$ cat config.mk
export PLATFORM = sky130hd
export DESIGN_NAME = sorted_double_ended_queue
export DESIGN_NICKNAME = d
export VERILOG_FILES = /design/src/rtl/sdq_pkg.sv /design/src/rtl/sorted_double_ended_queue.sv /design/src/rtl/sdq_cell.sv
export SDC_FILE = /design/constraint.sdc
export NUM_CORES = 2
export LEC_CHECK = 0
export ABC_AREA = 1
export BUFFER_PORTS_ARGS = -buffer_cell sky130_fd_sc_hd__buf_2
export CAP_MARGIN = 15
export CELL_PAD_IN_SITES_DETAIL_PLACEMENT = 1
export CELL_PAD_IN_SITES_GLOBAL_PLACEMENT = 2
export CORE_MARGIN = 2
export CORE_UTILIZATION = 38
export DETAILED_ROUTE_END_ITERATION = 12
export HOLD_SLACK_MARGIN = 0.02
export PLACE_DENSITY = 0.93
export SETUP_SLACK_MARGIN = 0.3
export SLEW_MARGIN = 10
export SYNTH_ARGS = -nofsm -noshare
export SYNTH_HDL_FRONTEND = slang
export SYNTH_HIERARCHICAL = 1
export SYNTH_SLANG_ARGS = --single-unit
export TNS_END_PERCENT = 100
$ cat constraint.sdc
create_clock -name clk -period 3.8 [get_ports clk]
set_clock_uncertainty 0.2 [all_clocks]
set_input_delay 0.38 -clock clk [delete_from_list [all_inputs] [get_ports clk]]
set_output_delay 0.38 -clock clk [all_outputs]
set_load 0.02 [all_outputs]
$ cat src/rtl/sdq_pkg.sv
// ----------------------------------------------------------------------------
// sdq_pkg: shared constants and types for the sorted double-ended queue
// Sizes, command and status codes, and the per-cell control bundle.
// ----------------------------------------------------------------------------
package sdq_pkg;

  localparam int DEPTH  = 16;
  localparam int DATA_W = 32;
  localparam int CNT_W  = 7;
  localparam int CMD_W  = 2;
  localparam int ST_W   = 2;

  localparam logic [CMD_W-1:0] CMD_INSERT     = 2'd0;
  localparam logic [CMD_W-1:0] CMD_REMOVE_MIN = 2'd1;
  localparam logic [CMD_W-1:0] CMD_REMOVE_MAX = 2'd2;

  localparam logic [ST_W-1:0] ST_DONE  = 2'd0;
  localparam logic [ST_W-1:0] ST_FULL  = 2'd1;
  localparam logic [ST_W-1:0] ST_EMPTY = 2'd2;

  localparam logic [CNT_W-1:0] DEPTH_CNT = CNT_W'(DEPTH);

  typedef logic signed [DATA_W-1:0] data_t;

  // Operation broadcast to every cell in the same cycle.
  typedef struct packed {
    logic  insert;
    logic  rm_min;
    logic  rm_max;
    data_t ins_value;
  } cell_ctl_t;

endpackage

$ cat src/rtl/sorted_double_ended_queue.sv
// ----------------------------------------------------------------------------
// sorted_double_ended_queue: sorted store with removal at either end
// Keeps signed values in ascending order in a row of compare-and-shift cells.
// ----------------------------------------------------------------------------
// Usage:
//   Request channel: in_valid / in_stall with command and value. A request
//   is taken at a clock edge where in_valid is high and in_stall is low.
//   command selects insert, remove smallest or remove largest.
//   Response channel: out_valid / out_stall with status, removed_value and
//   count. Each request gives exactly one response, in order.
//   The response is presented in the cycle after the request is taken.
//   Throughput: one request per cycle while no response is stalled; every
//   cell of the chain compares and shifts in the same cycle, so the time a
//   command takes does not depend on how many values are held.
//   Stall: the response register holds while out_stall is high; in_stall
//   rises while a response waits and is stalled, and falls as soon as the
//   response can move on, so a new request enters in the cycle it leaves.
//   Reset: rst (synchronous, active high) empties the store and clears
//   out_valid only. No clearing pass is needed; cells start invalid.
// ----------------------------------------------------------------------------
module sorted_double_ended_queue (
  input  logic                       clk,
  input  logic                       rst,
  input  logic                       in_valid,
  output logic                       in_stall,
  input  logic [sdq_pkg::CMD_W-1:0]  command,
  input  logic signed [sdq_pkg::DATA_W-1:0] value,
  output logic                       out_valid,
  input  logic                       out_stall,
  output logic [sdq_pkg::ST_W-1:0]   status,
  output logic signed [sdq_pkg::DATA_W-1:0] removed_value,
  output logic [sdq_pkg::CNT_W-1:0]  count
);
  import sdq_pkg::*;

  // Chain state seen at the cell outputs.
  data_t cell_value [DEPTH];
  logic  cell_valid [DEPTH];
  logic  cell_gt    [DEPTH];
  logic  cell_tail  [DEPTH];

  // Neighbor wiring, with the chain ends tied off.
  data_t lft_value  [DEPTH];
  logic  lft_gt     [DEPTH];
  logic  lft_valid  [DEPTH];
  data_t rgt_value  [DEPTH];
  logic  rgt_valid  [DEPTH];

  cell_ctl_t        ctl;
  logic             accept;
  logic             full;
  logic             empty;
  data_t            max_value;
  logic [CNT_W-1:0] cnt;
  logic [CNT_W-1:0] cnt_next;
  logic [ST_W-1:0]  status_next;
  data_t            removed_next;

  // Hold the request side only while a finished response is stalled.
  assign in_stall = out_valid && out_stall;
  assign accept   = in_valid && !in_stall;

  assign full  = (cnt == DEPTH_CNT);
  assign empty = !cell_valid[0];

  always_comb begin
    for (int i = 0; i < DEPTH; i++) begin
      if (i == 0) begin
        lft_value[i] = '0;
        lft_gt[i]    = 1'b0;
        lft_valid[i] = 1'b1;
      end else begin
        lft_value[i] = cell_value[i-1];
        lft_gt[i]    = cell_gt[i-1];
        lft_valid[i] = cell_valid[i-1];
      end
      if (i == DEPTH-1) begin
        rgt_value[i] = '0;
        rgt_valid[i] = 1'b0;
      end else begin
        rgt_value[i] = cell_value[i+1];
        rgt_valid[i] = cell_valid[i+1];
      end
    end
  end

  // Largest value: exactly one cell flags itself as the tail when not empty.
  always_comb begin
    max_value = '0;
    for (int i = 0; i < DEPTH; i++) begin
      if (cell_tail[i]) begin
        max_value = max_value | cell_value[i];
      end
    end
  end

  // Decode the request into the broadcast cell operation and the response.
  always_comb begin
    ctl.insert    = 1'b0;
    ctl.rm_min    = 1'b0;
    ctl.rm_max    = 1'b0;
    ctl.ins_value = value;
    cnt_next      = cnt;
    status_next   = ST_DONE;
    removed_next  = '0;
    unique case (command)
      CMD_INSERT: begin
        if (full) begin
          status_next = ST_FULL;
        end else begin
          ctl.insert = accept;
          cnt_next   = cnt + CNT_W'(1);
        end
      end
      CMD_REMOVE_MIN: begin
        if (empty) begin
          status_next = ST_EMPTY;
        end else begin
          ctl.rm_min   = accept;
          cnt_next     = cnt - CNT_W'(1);
          removed_next = cell_value[0];
        end
      end
      CMD_REMOVE_MAX: begin
        if (empty) begin
          status_next = ST_EMPTY;
        end else begin
          ctl.rm_max   = accept;
          cnt_next     = cnt - CNT_W'(1);
          removed_next = max_value;
        end
      end
      default: begin
        // Unused code: leave the store untouched and report done.
        cnt_next = cnt;
      end
    endcase
  end

  for (genvar g = 0; g < DEPTH; g++) begin : g_cell
    sdq_cell u_cell (
      .clk         (clk),
      .rst         (rst),
      .ctl         (ctl),
      .left_value  (lft_value[g]),
      .left_gt     (lft_gt[g]),
      .left_valid  (lft_valid[g]),
      .right_value (rgt_value[g]),
      .right_valid (rgt_valid[g]),
      .value       (cell_value[g]),
      .valid       (cell_valid[g]),
      .gt          (cell_gt[g]),
      .tail        (cell_tail[g])
    );
  end

  // Occupancy counter: update on every accepted request.
  always_ff @(posedge clk) begin
    if (rst) begin
      cnt <= '0;
    end else if (accept) begin
      cnt <= cnt_next;
    end
  end

  // Response register: load on accept, drop once taken, hold while stalled.
  always_ff @(posedge clk) begin
    if (rst) begin
      out_valid <= 1'b0;
    end else if (accept) begin
      out_valid <= 1'b1;
    end else if (!out_stall) begin
      out_valid <= 1'b0;
    end
  end

  always_ff @(posedge clk) begin
    if (accept) begin
      status        <= status_next;
      removed_value <= removed_next;
      count         <= cnt_next;
    end
  end

endmodule

$ cat src/rtl/sdq_cell.sv
// ----------------------------------------------------------------------------
// sdq_cell: one slot of the sorted chain
// Holds one value and its valid bit, compares against the broadcast insert
// value and trades data with its left and right neighbors.
// ----------------------------------------------------------------------------
module sdq_cell (
  input  logic              clk,
  input  logic              rst,
  input  sdq_pkg::cell_ctl_t ctl,
  input  sdq_pkg::data_t    left_value,
  input  logic              left_gt,
  input  logic              left_valid,
  input  sdq_pkg::data_t    right_value,
  input  logic              right_valid,
  output sdq_pkg::data_t    value,
  output logic              valid,
  output logic              gt,
  output logic              tail
);
  import sdq_pkg::*;

  data_t value_next;
  logic  valid_next;

  // Slot holds a value strictly larger than the one being inserted.
  assign gt   = valid && (value > ctl.ins_value);
  assign tail = valid && !right_valid;

  always_comb begin
    value_next = value;
    valid_next = valid;
    priority if (ctl.insert) begin
      // Take the neighbor's value when it also moves up, else drop the new one in.
      if (gt || !valid) begin
        value_next = left_gt ? left_value : ctl.ins_value;
      end
      valid_next = valid || left_valid;
    end else if (ctl.rm_min) begin
      value_next = right_value;
      valid_next = right_valid;
    end else if (ctl.rm_max) begin
      valid_next = valid && right_valid;
    end else begin
      // No operation this cycle: hold the slot.
      value_next = value;
      valid_next = valid;
    end
  end

  always_ff @(posedge clk) begin
    value <= value_next;
    if (rst) begin
      valid <= 1'b0;
    end else begin
      valid <= valid_next;
    end
  end

endmodule

# After elaboration in Yosys (flattened, before gate mapping)
# Index checks and enable logic that the tools add are counted.
dict set report totals {
  register_bits 577
  input_bits 38
  output_inout_bits 43
  wordCells 349
}
dict set report classes {
  addsub 2
  magnitude_cmp 16
  eq_ne 20
  mux 143
  bitwise 15
  n_reduce_logical 116
}
# operator n
set ops {}
lappend ops {{32-bit 2-to-1 mux} 81}
lappend ops {{32-bit > comparator} 16}
lappend ops {{32-bit bitwise OR} 15}
lappend ops {{32-bit one-hot mux with 2 select lines} 1}
lappend ops {{1-bit 2-to-1 mux} 56}
lappend ops {{1-bit logical AND} 48}
lappend ops {{2-bit by 1-bit != test with 1-bit output (second input constant)} 17}
lappend ops {{2-bit AND reduction} 16}
lappend ops {{1-bit logical OR} 31}
lappend ops {{1-bit logical NOT} 17}
lappend ops {{7-bit 2-to-1 mux} 2}
lappend ops {{7-bit one-hot mux with 2 select lines} 1}
lappend ops {{7-bit by 1-bit adder with 7-bit output (second input constant)} 1}
lappend ops {{7-bit by 5-bit == test with 1-bit output (second input constant)} 1}
lappend ops {{7-bit by 1-bit subtractor with 7-bit output (second input constant)} 1}
lappend ops {{2-bit one-hot mux with 2 select lines} 1}
lappend ops {{3-bit nonzero test} 1}
lappend ops {{2-bit by 1-bit == test with 1-bit output (second input constant)} 1}
lappend ops {{2-bit == test (second input constant)} 1}
lappend ops {{2-bit logical NOT} 1}
lappend ops {{2-bit 2-to-1 mux} 1}
lappend ops {{2-bit nonzero test} 1}
lappend ops {{2-bit OR reduction} 1}

# Longest topological paths before layout
dict set report logic_depth {
  ltp_word 35
  mapped_depth 20
  mapped_depth_nobuf 19
}

# Modules after synthesis
# The synthesis kept the hierarchy.
# mod n_inst cells_each area_per_inst_um2 seq_area_each_um2
set modules_own_cells {}
lappend modules_own_cells {sdq_cell 16 335 2544.9 980.9}
lappend modules_own_cells {sorted_double_ended_queue 1 1020 5999.5 1391.3}

# Least setup slack after synthesis
# No wires, ideal clock.
dict set report synth_path {
  path_type {register -> register}
  from {register out_valid}
  to {register g_cell[0].u_cell.value[0], enable pin}
  setup_ns 0.400
  arrival_time_ns 2.966
  required_ns 3.200
  slack_ns 0.234
  stages_incl_launch_ff 8
  n_path_buf 0
  period_less_slack_ns 3.566
  cell_sequence {dfxtp_1 > nand2_1 > inv_1 > nor2_1 > inv_1 > nor2_1 > nor2_1 > a21oi_2}
}
# element line_no
set synth_lines {}
lappend synth_lines {{from (decl)} sorted_double_ended_queue.sv:28} ;# output logic out_valid,
lappend synth_lines {{from (signal assigned)} sorted_double_ended_queue.sv:169} ;# out_valid <= 1'b0;
lappend synth_lines {{from (signal assigned)} sorted_double_ended_queue.sv:171} ;# out_valid <= 1'b1;
lappend synth_lines {{from (signal assigned)} sorted_double_ended_queue.sv:173} ;# out_valid <= 1'b0;
lappend synth_lines {{to (signal assigned)} sdq_cell.sv:51} ;# value <= value_next;
lappend synth_lines {{to (decl)} sdq_cell.sv:15} ;# output sdq_pkg::data_t value,

==> results_dict.tcl <==
set metrics [dict create \
    status "finished, final reports clean" \
    detail_route.vias_per_cell 5.70 \
    rsz0062_at_grt "no" \
    worstHoldPathCells 2 \
    worstSetupStartpointType "flop" \
    io_pins 81 \
    finalSetupViolCount 0 \
    syn_area_um2 46700 \
    grt_max_degree 108 \
    core-area_um2 122000 \
    cts.sinks 577 \
    hold_start "rst" \
    fmax_mhz 302 \
    min_to "g_cell[15].u_cell/valid" \
    dieArea_um2 126000 \
    tightest_slew_ns 1.17 \
    ant_nets 0 \
    cts_tree "built" \
    p_leak_nw 24.6 \
    numCtsBuffers 74 \
    fin_tns_setup_ns 0 \
    clk_pin_slew_ns 0.06 \
    period_share_pct 87.0 \
    cts_buffer_depth 3 \
    overflow 0 \
    required_ns 4.08 \
    drive_gt1_share_pct 7.96 \
    wire_per_inst_um 23.0 \
    synth_cells 6379 \
    port_buffers 80 \
    peakVddDrop_mv 0.243 \
    grt_pass1_wl_um 285000 \
    final_nets 7093 \
    htree_levels 3 \
    die_h_um 355 \
    worst_slack_ns 0.492 \
    antenna_found_initial 2 \
    num_vias 46851 \
    grt_usage_pct 29.3 \
    period_needed_ns 3.31 \
    num_antenna_cells 0 \
    postCtsSetupBuffers 0 \
    synth.avg_cell_area_um2 7.32 \
    place.gp.congestion 0.912 \
    cp.arrival_ns 3.59 \
    rr_endpoint "g_cell[7].u_cell/value[14]" \
    cts_root_buffer "clkbuf_16" \
    syn_to_final_growth_pct 13.1 \
    crit_path_max_fanout 32 \
    fin_cells 8222 \
    routed_wl_um 189000 \
    r2r_setup_slack_ns 0.49 \
    dp_slack_ns 0.204 \
    start_util_pct 38.3 \
    holdCritPathClass "input pin to flop" \
    p_per_area_nw_per_um2 344 \
    drc 0 \
    drt_iter0_markers 4493 \
    reg2reg_from "g_cell[6].u_cell/value[25]" \
    dp_hpwl_um 145000 \
    hold_viol 0 \
    maxSlewHeadroom_pct 22.0 \
    end_kind "flop" \
    rows 128 \
    synth-warning-count 6 \
    slew_violations 0 \
    drv_cap 0 \
    first_pass_iters 6 \
    r2r_cells 13 \
    insertion_delay_ns 0.66 \
    die_width_um 355 \
    post-place-cells 8074 \
    path_class "flop to flop" \
    first_global_vias 47207 \
]
power by group:
group	switching, mW	internal, mW
Sequential	0.346	7.30
Clock	3.05	4.02
Combinational	2.35	1.09
worst max-delay path by stage:
stage / start / endpoint / slack, ns / depth (start not counted)
after floorplan: out_valid / g_cell[15].u_cell/value[0] / 0.63 / 7
after global placement: value[3] / g_cell[5].u_cell/value[26] / 0.39 / 19
after detailed placement: value[3] / g_cell[14].u_cell/value[8] / 0.20 / 21
after CTS: g_cell[6].u_cell/value[25] / g_cell[7].u_cell/value[14] / 0.57 / 13
after global routing: cnt[0] / g_cell[8].u_cell/valid / 0.33 / 12
final: g_cell[6].u_cell/value[25] / g_cell[7].u_cell/value[14] / 0.49 / 13
stage by stage:
step | area [um2] | hold WS, ns | utilization [%] | power [mW]
finish | 52800 | 0.116 | 43.3 | 18.2
detailed placement | 50300 | 0.282 | 41.3 | 11.1
global placement | 50300 | 0.262 | 41.3 | 10.9
CTS | 52700 | 0.0856 | 43.2 | 18.1
global route | 52800 | 0.125 | 43.3 | 18.9
floorplan | 47000 | 0.249 | - | 9.64
flip-flops by register name, summed over array words and instances (netlist names):
register / count
g_cell.u_cell/value: 512
count: 7
removed_value: 32
status: 2
g_cell.u_cell/valid: 16
cnt: 7
out_valid: 1
worst max-delay path: stages (launching register included):
cell,delay [ns]
edfxtp_1,0.52
ha_1,0.37
a21oi_1,0.17
o21ai_0,0.18
nand2_1,0.11
nand2_1,0.12
a21oi_1,0.28
nand2_1,0.09
nand2_1,0.08
nand3_2,0.12
nor2_2,0.13
buf_4,0.35
o21ai_0,0.17
o21ai_0,0.26
layout by cell type (no fill, tap or decap), types with 2 or more instances in the layout:
cell	count
a22o_1	87
nand3_1	45
clkinv_1	38
dlygate4sd3_1	2
clkbuf_16	81
conb_1	73
a21o_1	16
nand2_2	21
xor2_1	2
inv_2	5
dfxtp_1	24
buf_2	80
edfxtp_1	553
inv_1	745
nor2_2	52
nand2_1	1627
a21oi_4	16
o21ai_1	20
nand3_2	17
buf_12	27
ha_1	519
clkbuf_1	20
a21oi_1	264
clkinv_2	11
buf_4	161
o21ai_0	1070
o21a_1	48
clkinvlp_4	2
buf_8	9
nand4_2	16
a21oi_2	2
bufinv_16	2
nor2_4	18
or2_2	2
nor2_1	811
nor3_1	19
nand4_1	85
cell type report:
class	count	area, um2
fill	15156	69100
multi-input combinational	4836	26200
sequential	577	17100
inverter	768	2880
timing repair buffer	279	2300
clock buffer	102	2120
tap	1625	2030
clock inverter	35	205
routing by layer:
metal,wire (um),global-route usage [%],up-vias
li1,-,-,21475
met1,82700,40.4,23326
met2,84900,46.6,1756
met3,15400,5.09,292
met4,5740,9.27,2
met5,13,0,-
what timing repair did:
item                                    in CTS  in global routing
hold endpoints to repair                     1                  0
endpoints found under the setup margin       0                  0
resized for setup                            0                  0
hold buffers                                 2                  0
Power figures use the tool's default switching activity.
